===== config.mk =====
export PLATFORM = sky130hd
export DESIGN_NAME = utf16_to_utf8_transcoder
export DESIGN_NICKNAME = d
export VERILOG_FILES = /design/src/rtl/u16u8_pkg.sv /design/src/rtl/u16u8_front.sv /design/src/rtl/u16u8_queue.sv /design/src/rtl/u16u8_back.sv /design/src/rtl/utf16_to_utf8_transcoder.sv
export SDC_FILE = /design/constraint.sdc
export NUM_CORES = 1
export LEC_CHECK = 0
export BUFFER_PORTS_ARGS = -buffer_cell sky130_fd_sc_hd__buf_2
export CORE_ASPECT_RATIO = 0.8
export CORE_UTILIZATION = 65
export CTS_CLUSTER_DIAMETER = 200
export DETAILED_ROUTE_END_ITERATION = 8
export PLACE_DENSITY = 0.95
export SETUP_SLACK_MARGIN = 0.4
export SLEW_MARGIN = 20
export SYNTH_ARGS = -nofsm -noshare
export SYNTH_HDL_FRONTEND = slang
export SYNTH_SLANG_ARGS = --single-unit

===== constraint.sdc =====
create_clock -name clk -period 7.06 [get_ports clk]
set_clock_uncertainty 0.2 [all_clocks]
set_input_delay 0.353 -clock clk [delete_from_list [all_inputs] [get_ports clk]]
set_output_delay 0.353 -clock clk [all_outputs]
set_load 0.01 [all_outputs]

===== src/rtl/u16u8_pkg.sv =====
// ----------------------------------------------------------------------------
// u16u8_pkg
// Shared types, constants and the UTF-8 encoder for the transcoder.
// ----------------------------------------------------------------------------
package u16u8_pkg;

  localparam int QDepth = 4;
  localparam int QAw    = $clog2(QDepth);

  localparam logic [5:0]  HiSurrTag  = 6'b110110;
  localparam logic [5:0]  LoSurrTag  = 6'b110111;
  localparam logic [20:0] SuppBase   = 21'h10000;
  localparam logic [20:0] Lim1Byte   = 21'h00080;
  localparam logic [20:0] Lim2Byte   = 21'h00800;
  localparam logic [20:0] Lim3Byte   = 21'h10000;
  localparam logic [7:0]  Lead2      = 8'hC0;
  localparam logic [7:0]  Lead3      = 8'hE0;
  localparam logic [7:0]  Lead4      = 8'hF0;
  localparam logic [7:0]  ContTag    = 8'h80;

  // One queued run: up to four bytes, byte 0 sent first; last_idx is count - 1.
  typedef struct packed {
    logic [3:0][7:0] bytes;
    logic [1:0]      last_idx;
    logic            eot;
  } run_t;

  typedef struct packed {
    logic full;
    logic empty;
  } q_status_t;

  function automatic run_t encode(input logic [20:0] cp, input logic eot);
    run_t r;
    r.bytes    = '0;
    r.eot      = eot;
    r.last_idx = 2'd0;
    if (cp < Lim1Byte) begin
      r.bytes[0] = cp[7:0];
    end else if (cp < Lim2Byte) begin
      r.bytes[0] = Lead2 | {3'b000, cp[10:6]};
      r.bytes[1] = ContTag | {2'b00, cp[5:0]};
      r.last_idx = 2'd1;
    end else if (cp < Lim3Byte) begin
      r.bytes[0] = Lead3 | {4'b0000, cp[15:12]};
      r.bytes[1] = ContTag | {2'b00, cp[11:6]};
      r.bytes[2] = ContTag | {2'b00, cp[5:0]};
      r.last_idx = 2'd2;
    end else begin
      r.bytes[0] = Lead4 | {5'b00000, cp[20:18]};
      r.bytes[1] = ContTag | {2'b00, cp[17:12]};
      r.bytes[2] = ContTag | {2'b00, cp[11:6]};
      r.bytes[3] = ContTag | {2'b00, cp[5:0]};
      r.last_idx = 2'd3;
    end
    return r;
  endfunction

endpackage


===== src/rtl/u16u8_front.sv =====
// ----------------------------------------------------------------------------
// u16u8_front
// Accepts code units, pairs surrogates and encodes each code point into a run.
// ----------------------------------------------------------------------------
module u16u8_front (
  input  logic                clk,
  input  logic                rst_n,
  input  logic                in_valid,
  output logic                in_ready,
  input  logic [15:0]         in_code_unit,
  input  logic                in_last_unit,
  input  u16u8_pkg::q_status_t q_status,
  output logic                push,
  output u16u8_pkg::run_t     push_run
);

  logic       held_valid_r, held_valid_nxt;
  logic [9:0] held_bits_r, held_bits_nxt;
  logic       is_hi, is_lo, xfer;
  logic [20:0] cp;

  assign in_ready = !q_status.full;
  assign xfer     = in_valid && in_ready;
  assign is_hi    = (in_code_unit[15:10] == u16u8_pkg::HiSurrTag);
  assign is_lo    = (in_code_unit[15:10] == u16u8_pkg::LoSurrTag);

  always_comb begin
    held_valid_nxt = held_valid_r;
    held_bits_nxt  = held_bits_r;
    push           = 1'b0;
    cp             = {5'd0, in_code_unit};
    if (xfer) begin
      held_valid_nxt = 1'b0;
      held_bits_nxt  = '0;
      if (held_valid_r && is_lo) begin
        cp   = u16u8_pkg::SuppBase + {1'b0, held_bits_r, in_code_unit[9:0]};
        push = 1'b1;
      end else if (is_hi) begin
        if (!in_last_unit) begin
          held_valid_nxt = 1'b1;
          held_bits_nxt  = in_code_unit[9:0];
        end
      end else if (!is_lo) begin
        push = 1'b1;
      end
    end
  end

  assign push_run = u16u8_pkg::encode(cp, in_last_unit);

  always_ff @(posedge clk) begin
    if (!rst_n) begin
      held_valid_r <= 1'b0;
      held_bits_r  <= '0;
    end else begin
      held_valid_r <= held_valid_nxt;
      held_bits_r  <= held_bits_nxt;
    end
  end

endmodule


===== src/rtl/u16u8_queue.sv =====
// ----------------------------------------------------------------------------
// u16u8_queue
// Small FIFO of encoded runs between the front and back ends.
// ----------------------------------------------------------------------------
module u16u8_queue (
  input  logic                 clk,
  input  logic                 rst_n,
  input  logic                 push,
  input  u16u8_pkg::run_t      push_run,
  input  logic                 pop,
  output u16u8_pkg::run_t      head_run,
  output u16u8_pkg::q_status_t status
);

  localparam int Aw = u16u8_pkg::QAw;

  u16u8_pkg::run_t        mem_r [u16u8_pkg::QDepth];
  logic [Aw-1:0]          wr_ptr_r, wr_ptr_nxt;
  logic [Aw-1:0]          rd_ptr_r, rd_ptr_nxt;
  logic [Aw:0]            count_r, count_nxt;

  assign status.full  = (count_r == (Aw+1)'(u16u8_pkg::QDepth));
  assign status.empty = (count_r == '0);
  assign head_run     = mem_r[rd_ptr_r];

  always_comb begin
    wr_ptr_nxt = push ? wr_ptr_r + 1'b1 : wr_ptr_r;
    rd_ptr_nxt = pop  ? rd_ptr_r + 1'b1 : rd_ptr_r;
    count_nxt  = count_r;
    if (push && !pop) count_nxt = count_r + 1'b1;
    else if (pop && !push) count_nxt = count_r - 1'b1;
  end

  always_ff @(posedge clk) begin
    if (push) mem_r[wr_ptr_r] <= push_run;
  end

  always_ff @(posedge clk) begin
    if (!rst_n) begin
      wr_ptr_r <= '0;
      rd_ptr_r <= '0;
      count_r  <= '0;
    end else begin
      wr_ptr_r <= wr_ptr_nxt;
      rd_ptr_r <= rd_ptr_nxt;
      count_r  <= count_nxt;
    end
  end

`ifndef SYNTH
  a_no_overflow: assert property (@(posedge clk) disable iff (!rst_n)
    push |-> (!status.full || pop))
    else $error("queue push while full");
  a_no_underflow: assert property (@(posedge clk) disable iff (!rst_n)
    pop |-> !status.empty)
    else $error("queue pop while empty");
  a_count_bound: assert property (@(posedge clk) disable iff (!rst_n)
    count_r <= (Aw+1)'(u16u8_pkg::QDepth))
    else $error("queue count out of range");
  a_count_step: assert property (@(posedge clk) disable iff (!rst_n)
    (push && !pop) |=> (count_r == $past(count_r) + 1'b1))
    else $error("queue count did not advance");
`endif

endmodule


===== src/rtl/u16u8_back.sv =====
// ----------------------------------------------------------------------------
// u16u8_back
// Pulls runs from the queue and sends them out one byte per transfer.
// ----------------------------------------------------------------------------
module u16u8_back (
  input  logic                 clk,
  input  logic                 rst_n,
  input  u16u8_pkg::run_t      head_run,
  input  u16u8_pkg::q_status_t q_status,
  output logic                 pop,
  output logic                 out_valid,
  input  logic                 out_ready,
  output logic [7:0]           out_byte,
  output logic                 out_last_of_run,
  output logic                 out_end_of_text
);

  u16u8_pkg::run_t cur_r, cur_nxt;
  logic            cur_valid_r, cur_valid_nxt;
  logic [1:0]      idx_r, idx_nxt;
  logic            at_last, xfer, load;

  assign at_last = (idx_r == cur_r.last_idx);
  assign xfer    = cur_valid_r && out_ready;
  assign load    = !cur_valid_r || (xfer && at_last);
  assign pop     = load && !q_status.empty;

  always_comb begin
    cur_nxt       = cur_r;
    cur_valid_nxt = cur_valid_r;
    idx_nxt       = idx_r;
    if (load) begin
      cur_nxt       = head_run;
      cur_valid_nxt = !q_status.empty;
      idx_nxt       = 2'd0;
    end else if (xfer) begin
      idx_nxt = idx_r + 2'd1;
    end
  end

  always_ff @(posedge clk) begin
    if (!rst_n) begin
      cur_valid_r <= 1'b0;
      idx_r       <= 2'd0;
    end else begin
      cur_valid_r <= cur_valid_nxt;
      idx_r       <= idx_nxt;
    end
  end

  always_ff @(posedge clk) begin
    cur_r <= cur_nxt;
  end

  assign out_valid       = cur_valid_r;
  assign out_byte        = cur_r.bytes[idx_r];
  assign out_last_of_run = at_last;
  assign out_end_of_text = cur_r.eot;

`ifndef SYNTH
  a_idx_in_run: assert property (@(posedge clk) disable iff (!rst_n)
    cur_valid_r |-> (idx_r <= cur_r.last_idx))
    else $error("byte index past end of run");
  a_no_pop_midrun: assert property (@(posedge clk) disable iff (!rst_n)
    (cur_valid_r && !at_last) |-> !pop)
    else $error("run fetched before current run finished");
  a_stall_holds_idx: assert property (@(posedge clk) disable iff (!rst_n)
    (cur_valid_r && !out_ready) |=> $stable(idx_r))
    else $error("byte index moved during stall");
`endif

endmodule


===== src/rtl/utf16_to_utf8_transcoder.sv =====
// ----------------------------------------------------------------------------
// utf16_to_utf8_transcoder
// UTF-16 code units in, UTF-8 bytes out, surrogate pairs combined.
// ----------------------------------------------------------------------------
// A code unit transfer is taken every cycle while the four-run queue has room;
// the front end encodes it in the same cycle. The back end sends one byte per
// cycle while the receiver is ready and runs are queued; an item yields 1 to 4
// bytes (its UTF-8 length), lone or dropped surrogates none. out_last_of_run marks the final byte
// of an item, out_end_of_text repeats the item's last-unit flag.
module utf16_to_utf8_transcoder (
  input  logic        clk,
  input  logic        rst_n,
  input  logic        in_valid,
  output logic        in_ready,
  input  logic [15:0] in_code_unit,
  input  logic        in_last_unit,
  output logic        out_valid,
  input  logic        out_ready,
  output logic [7:0]  out_byte,
  output logic        out_last_of_run,
  output logic        out_end_of_text
);

  u16u8_pkg::run_t      push_run, head_run;
  u16u8_pkg::q_status_t q_status;
  logic                 push, pop;

  u16u8_front u_front (
    .clk          (clk),
    .rst_n        (rst_n),
    .in_valid     (in_valid),
    .in_ready     (in_ready),
    .in_code_unit (in_code_unit),
    .in_last_unit (in_last_unit),
    .q_status     (q_status),
    .push         (push),
    .push_run     (push_run)
  );

  u16u8_queue u_queue (
    .clk      (clk),
    .rst_n    (rst_n),
    .push     (push),
    .push_run (push_run),
    .pop      (pop),
    .head_run (head_run),
    .status   (q_status)
  );

  u16u8_back u_back (
    .clk             (clk),
    .rst_n           (rst_n),
    .head_run        (head_run),
    .q_status        (q_status),
    .pop             (pop),
    .out_valid       (out_valid),
    .out_ready       (out_ready),
    .out_byte        (out_byte),
    .out_last_of_run (out_last_of_run),
    .out_end_of_text (out_end_of_text)
  );

endmodule


==> results.py, run 1 <==
metrics = {
    "floorplan": {
        "die_w_um": 120,
        "dieArea_sq_mm": 0.0115,
        "fp-row-count": 33,
        "core_area_sq_mm": 0.0105,
        "die_height_um": 96.1,
        "ios": 33,
        "start_util_pct": 68.6,
    },
    "critical_path": {
        "arrival_ns": 3.55,
        "rr_worst_depth": 11,
        "path_class": "flop to flop",
        "reg2reg_to": "u_queue.count_r[2]",
        "cp_num_buf_inv": 2,
        "slowest_stage": "dfxtp_1",
        "r2r_start": "u_back.idx_r[0]",
        "crit_path_end_kind": "flop",
        "crit_required_ns": 7.22,
        "cp.depth": 11,
        "r2r_slack_ns": 3.67,
        "start_kind": "flop",
        "worstPathMaxFanout": 34,
        "worst_path_largest_cell_delay_ns": 0.83,
        "cp_top_family": "flip-flops",
        "cp_cell_sequence": "xnor2_1 > nand2_1 > o21ai_4 > buf_4 > o31ai_1 > ha_1 > inv_1 > fa_1 > xor2_1 > or3_1 > a21boi_0",
    },
    "cts": {
        "cts_resized": 0,
        "clk_path_buf_depth": 2,
        "h-tree-depth": 4,
        "post_cts_buffers": 0,
        "cts.clk_slew.worst_paths_ns": 0.06,
        "cts_buffers": 17,
        "clk_latency_ns": 0.43,
        "cts_tree": "yes",
        "cts_hold_buf": 1,
        "cts_sinks": 176,
        "cts-root-buf": "clkbuf_16",
    },
    "yosys": {
        "synth_nets": 432,
        "synth.top_cell.area_share_pct": 64.7,
        "yosysTopAreaCell": "edfxtp_1",
        "synth.avg_cell_area_sq_um": 17.8,
        "ys.flop_type": "edfxtp_1",
        "syn-instance-count": 404,
        "synthArstFlopShare_pct": 0,
        "synth_seq_cells": 176,
        "ys_top_cells_by_area": "edfxtp_1, mux4_2, dfxtp_1",
        "ys_warn_count": 0,
        "synth_edf_count": 155,
        "syn_area_sq_mm": 0.00720,
        "ys_types": 48,
        "synth-seq-area-share_pct": 70.5,
    },
    "route": {
        "routed_wl_mm": 15.2,
        "dr.pass1.iters": 5,
        "antenna_left": 0,
        "num_vias": 3987,
        "wire_per_inst_um": 25.4,
        "detail_route.vias_per_cell": 6.68,
        "drc": 0,
        "drt_first_iter_violations": 485,
    },
    "min_path": {
        "worstHoldEndpoint": "u_back.idx_r[0]",
        "min_path_cells": 4,
        "hp-class": "input port to flop",
        "min_from": "out_ready",
    },
    "timing": {
        "fmax_mhz": 295,
        "post-route-period-util_pct": 48.0,
        "max_slew_margin_pct": 42.5,
        "tns_ns": 0,
        "grt_setup_unrepaired": "no",
        "worstMarginPinSlew_ns": 0.862,
        "hold_viol": 0,
        "maxSlewViolCount": 0,
        "finalSetupViolations": 0,
        "hold-worst-slack_ns": 0.0869,
        "min_period_ns": 3.39,
    },
    "global_routing": {
        "track_usage_pct": 29.6,
        "grt_pass1_vias": 4043,
        "grt-ovfl-total": 0,
        "grt_pass1_wl_mm": 23.3,
        "antenna_found_initial": 1,
        "grt_max_degree": 35,
    },
    "place": {
        "port_buffers": 32,
        "hpwl_mm": 8.46,
        "place_inst": 563,
        "gp_congestion": 0.893,
    },
    "final_layout": {
        "area_growth_pct": 13.4,
        "final_layout_size_suffix_gt1_share_pct": 26.8,
        "nets": 471,
        "instances_no_fill": 597,
        "n_fill_cell": 562,
    },
    "power_and_ir_drop": {
        "leakage_nw": 2.74,
        "ir_drop_uv": 270,
        "finalPower_mw": 3.07,
        "power_density_mw_per_mm2": 376,
    },
    "status": {
        "status": "finished clean",
    },
    "run": {
        "max_cap_violations": 0,
    },
}
-- flip-flops by register name, indices dropped and copies added, names as in the netlist --
register / count
u_back.cur_r: 30
u_queue.count_r: 3
u_queue.wr_ptr_r: 2
u_back.out_end_of_text: 1
u_back.out_valid: 1
u_queue.rd_ptr_r: 2
u_back.idx_r: 2
u_queue.mem_r: 124
u_front.held_valid_r: 1
u_front.held_bits_r: 10
-- how the worst max path moves through the flow --
stage                         end  slack (ns)             from
2_1_floorplan  u_queue.count_r[2]        2.30  u_back.idx_r[0]
3_5_place_dp   u_queue.count_r[2]        3.71  u_back.idx_r[0]
3_3_place_gp   u_queue.count_r[2]        3.89  u_back.idx_r[0]
6_report       u_queue.count_r[2]        3.67  u_back.idx_r[0]
4_1_cts        u_queue.count_r[2]        3.68  u_back.idx_r[0]
5_1_grt        u_queue.count_r[2]        3.47  u_back.idx_r[0]
-- stage by stage --
stage                     instance area (sq um)  utilization [%]  setup WS (ns)
final                                      8160             77.8           3.67
after global routing                       8160             77.8           3.47
after CTS                                  8160             77.8           3.68
after detailed placement                   7470             71.2           3.71
after global placement                     7470             71.2           3.89
after floorplan                            7200                -           2.30
-- power by group --
part	switching [mW]	leakage [nW]	total (mW)	internal (mW)
Sequential	0.0895	1.63	1.44	1.35
Clock	0.398	0.325	1.07	0.668
Combinational	0.287	0.782	0.565	0.278
Total	0.775	2.74	3.07	2.30
-- cells in the final DEF (no fill, tap or decap), types with 3 or more instances in the layout --
cell and instances:
a21boi_0 3, a21oi_1 12, a22oi_1 11, and2_1 15, buf_2 32, buf_4 7
bufinv_16 6, clkbuf_16 17, dfxtp_1 19, edfxtp_1 155, ha_1 6, inv_1 7
inv_6 4, mux2i_1 4, mux4_2 38, nand2_1 22, nand3_1 14, nor2_1 8
nor2b_1 13, o21ai_0 9, or2_1 3, or3_1 3, xnor2_1 7
-- worst register-to-register path: cells and delay by family, from the launching register on --
kind                     cells  cell delay, ns
AO/OA/AOI/OAI                3            0.42
XOR/XNOR                     2            0.35
adder cells (fa/ha/maj)      2            0.66
buffers and inverters        2            0.35
flip-flops                   1            0.83
AND/OR/NAND/NOR              2            0.50
-- cell type report --
class | count | area (sq um) | share of cell area, %
clock buffers | 17 | 425 | 5.21
repair buffers | 40 | 223 | 2.73
inverters | 8 | 37.5 | 0.460
well taps | 140 | 175 | 2.15
diodes | 1 | 2.50 | 0.0307
flip-flops and latches | 176 | 5080 | 62.2
multi-input cells | 200 | 1970 | 24.1
clock inverters | 15 | 253 | 3.10
-- logic make-up (layout without fill, tap and decap cells) --
| kind of cell | Yosys count | in the layout | share of synthesized area (%) |
|---|---|---|---|
| AOI/OAI and AO/OA | 52 | 52 | 5.55 |
| xor gates and xnor gates | 8 | 8 | 0.974 |
| adders and majority gates | 7 | 7 | 1.32 |
| buffers and inverters | 28 | 80 | 2.28 |
| DFF | 176 | 176 | 70.5 |
| muxes | 43 | 43 | 12.6 |
| other | 0 | 1 | 0 |
| and+or+nand+nor | 90 | 90 | 6.76 |
-- Yosys cell counts (all sizes together) (3+ instances only) --
cell type  number
dfxtp          21
nor2b          14
or3             3
clkbuf         11
o21ai          11
or2             3
inv             8
nand2          22
mux4           38
nor2            8
a22oi          12
mux2i           4
ha              6
a21oi          12
a21boi          3
and2           15
buf             9
edfxtp        155
nand3          14
xnor2           7
-- layer usage --
layer	up-vias	global-route usage [%]	share of wire (%)
met5	-	0	0
met3	37	9.12	10
li1	1680	-	-
met2	255	47.0	49
met4	0	12.6	2.4
met1	2015	38.6	39
Note: power is estimated with default switching activity, not from simulation.
==> run 2: changes to the inputs <==
CORE_UTILIZATION = 61   (was 65)
PLACE_DENSITY = 0.9   (was 0.95)
clock period = 3.2 ns   (was 7.06 ns; I/O delays follow)
==> run 2 against run 1 <==
Compared with the run above:
- power rose by 120%
- die area rose by 6.4%
- global-route usage fell by 1.5 points
- hold slack got worse by 0.014 ns
- core utilization fell by 4.4 points
- register-to-register slack got worse by 3.2 ns
- sequential power rose by 120%
- sequential share of layout area fell by 2.2 points
- clock power rose by 110%
- non-clock buffer count rose by 30
- cell count rose by 6.2%
- via count rose by 1.9%
- critical path type unchanged
==> results.py, run 2 (synthesized netlist as in run 1, its figures left out) <==
metrics = {
    "global_routing": {
        "antenna_found_initial": 0,
        "grt_pass1_wl_mm": 23.6,
        "grt_max_degree": 34,
        "grt_pass1_vias": 4140,
        "track_usage_pct": 28.0,
        "grt-ovfl-total": 0,
    },
    "floorplan": {
        "fp-row-count": 35,
        "die_w_um": 123,
        "die_height_um": 99.2,
        "core_area_sq_mm": 0.0115,
        "dieArea_sq_mm": 0.0122,
        "start_util_pct": 62.5,
        "ios": 33,
    },
    "cts": {
        "cts-root-buf": "clkbuf_16",
        "cts.clk_slew.worst_paths_ns": 0.06,
        "h-tree-depth": 4,
        "cts_tree": "yes",
        "clk_path_buf_depth": 2,
        "cts_buffers": 17,
        "cts_sinks": 176,
        "clk_latency_ns": 0.42,
    },
    "route": {
        "routed_wl_mm": 15.3,
        "drc": 0,
        "num_vias": 4063,
        "drt_first_iter_violations": 554,
        "dr.pass1.iters": 5,
        "antenna_left": 0,
        "detail_route.vias_per_cell": 6.41,
        "wire_per_inst_um": 24.1,
    },
    "critical_path": {
        "rr_worst_depth": 6,
        "start_kind": "flop",
        "crit_path_end_kind": "flop",
        "arrival_ns": 2.72,
        "reg2reg_to": "u_queue.mem_r[2][16]",
        "r2r_slack_ns": 0.50,
        "r2r_start": "u_queue.count_r[0]",
        "worstPathMaxFanout": 9,
        "crit_required_ns": 3.23,
        "path_class": "flop to flop",
    },
    "final_layout": {
        "n_fill_cell": 655,
        "final_layout_size_suffix_gt1_share_pct": 27.2,
        "nets": 501,
        "largest_reg_flops": 124,
        "area_growth_pct": 17.5,
        "top_regs": "u_queue.mem_r (124), u_back.cur_r (30), u_front.held_bits_r (10)",
        "n_antenna_cell": 0,
        "final_cell_mix": "edfxtp_1, mux4_2, buf_2",
        "top_register": "u_queue.mem_r",
        "layout_commonest_cell": "edfxtp_1",
    },
    "timing": {
        "hold_viol": 0,
        "worstMarginPinSlew_ns": 0.527,
        "max_slew_margin_pct": 64.5,
        "maxSlewViolCount": 0,
        "hold-worst-slack_ns": 0.0734,
        "post-route-period-util_pct": 84.3,
        "finalSetupViolations": 0,
        "grt_setup_unrepaired": "yes",
        "min_period_ns": 2.70,
        "fmax_mhz": 371,
        "tns_ns": 0,
    },
    "min_path": {
        "worstHoldEndpoint": "u_queue.mem_r[0][5]",
        "min_from": "in_code_unit[14]",
        "min_path_cells": 3,
        "hp-class": "input port to flop",
    },
    "power_and_ir_drop": {
        "leakage_nw": 2.89,
        "power.internal_mw": 5.02,
        "clockPowerShare_pct": 33.7,
        "swShare_pct": 25.3,
        "ir_drop_uv": 621,
        "power_frac_comb_pct": 19.5,
        "switchingPower_mw": 1.70,
        "power_density_mw_per_mm2": 795,
        "power.share.sequential_pct": 46.8,
    },
    "place": {
        "port_buffers": 32,
        "hpwl_mm": 8.84,
        "gp_congestion": 0.956,
    },
    "run": {
        "max_cap_violations": 0,
    },
    "status": {
        "status": "finished clean",
    },
}
==> run 2: critical path: stages, from the launching register on <==
cell and delay (ns):
dfxtp_1 0.44, or3b_4 0.19, nand3_1 0.09, or3_1 0.49, o22ai_4 0.41, nand2_1 0.33
o21ai_1 0.35
==> run 2: worst max-delay path by stage <==
stage | from | to | slack (ns) | cells after the start
2_1_floorplan | u_back.idx_r[0] | u_queue.count_r[2] | 0.45 | 10
3_3_place_gp | u_front.held_bits_r[6] | u_queue.mem_r[0][16] | 0.53 | 6
3_5_place_dp | u_front.held_bits_r[6] | u_queue.mem_r[3][16] | 0.33 | 6
5_1_grt | u_queue.count_r[0] | u_queue.count_r[2] | 0.35 | 9
4_1_cts | u_queue.count_r[0] | u_queue.count_r[2] | 0.41 | 9
6_report | u_queue.count_r[0] | u_queue.mem_r[2][16] | 0.50 | 6
==> run 2: power groups by stage <==
stage	clock, mW	combinational [mW]	sequential [mW]
3_3_place_gp	0	1.25	3.16
5_1_grt	2.38	1.42	3.18
3_5_place_dp	0	1.29	3.19
2_1_floorplan	0	0.950	3.10
6_report	2.26	1.31	3.15
4_1_cts	2.29	1.33	3.15
==> run 2: what timing repair did <==
action	4_1_cts	5_1_grt
hold buffers	24	1
cloned	0	0
buffers inserted	0	0
hold endpoints to repair	34	4
pin swaps	0	1
setup endpoints to repair	12	17
gates resized for setup	3	5
==> run 2: routing by layer <==
| layer | GRT usage [%] | wire (um) |
|---|---|---|
| met3 | 6.31 | 1300 |
| met2 | 44.6 | 7600 |
| met5 | 0 | 0 |
| met1 | 38.4 | 6050 |
| met4 | 10.4 | 314 |
==> run 2: cell type report <==
cell class | instances | area (sq um) | area share (%)
Timing Repair Buffer | 70 | 520 | 6.15
Clock inverter | 15 | 230 | 2.72
Multi-Input combinational cell | 200 | 1980 | 23.4
Clock buffer | 17 | 425 | 5.03
Sequential cell | 176 | 5080 | 60.0
Inverter | 8 | 37.5 | 0.444
Tap cell | 148 | 185 | 2.19
==> run 2: per-stage QoR <==
step	util (%)	power, mW	setup WS (ns)	instances	area [sq um]
finish	73.4	6.72	0.501	634	8460
global route	73.4	6.98	0.354	634	8460
CTS	73.3	6.76	0.414	633	8440
detailed placement	65.5	4.48	0.334	577	7540
global placement	65.5	4.40	0.525	577	7540
floorplan	-	4.05	0.452	404	7210
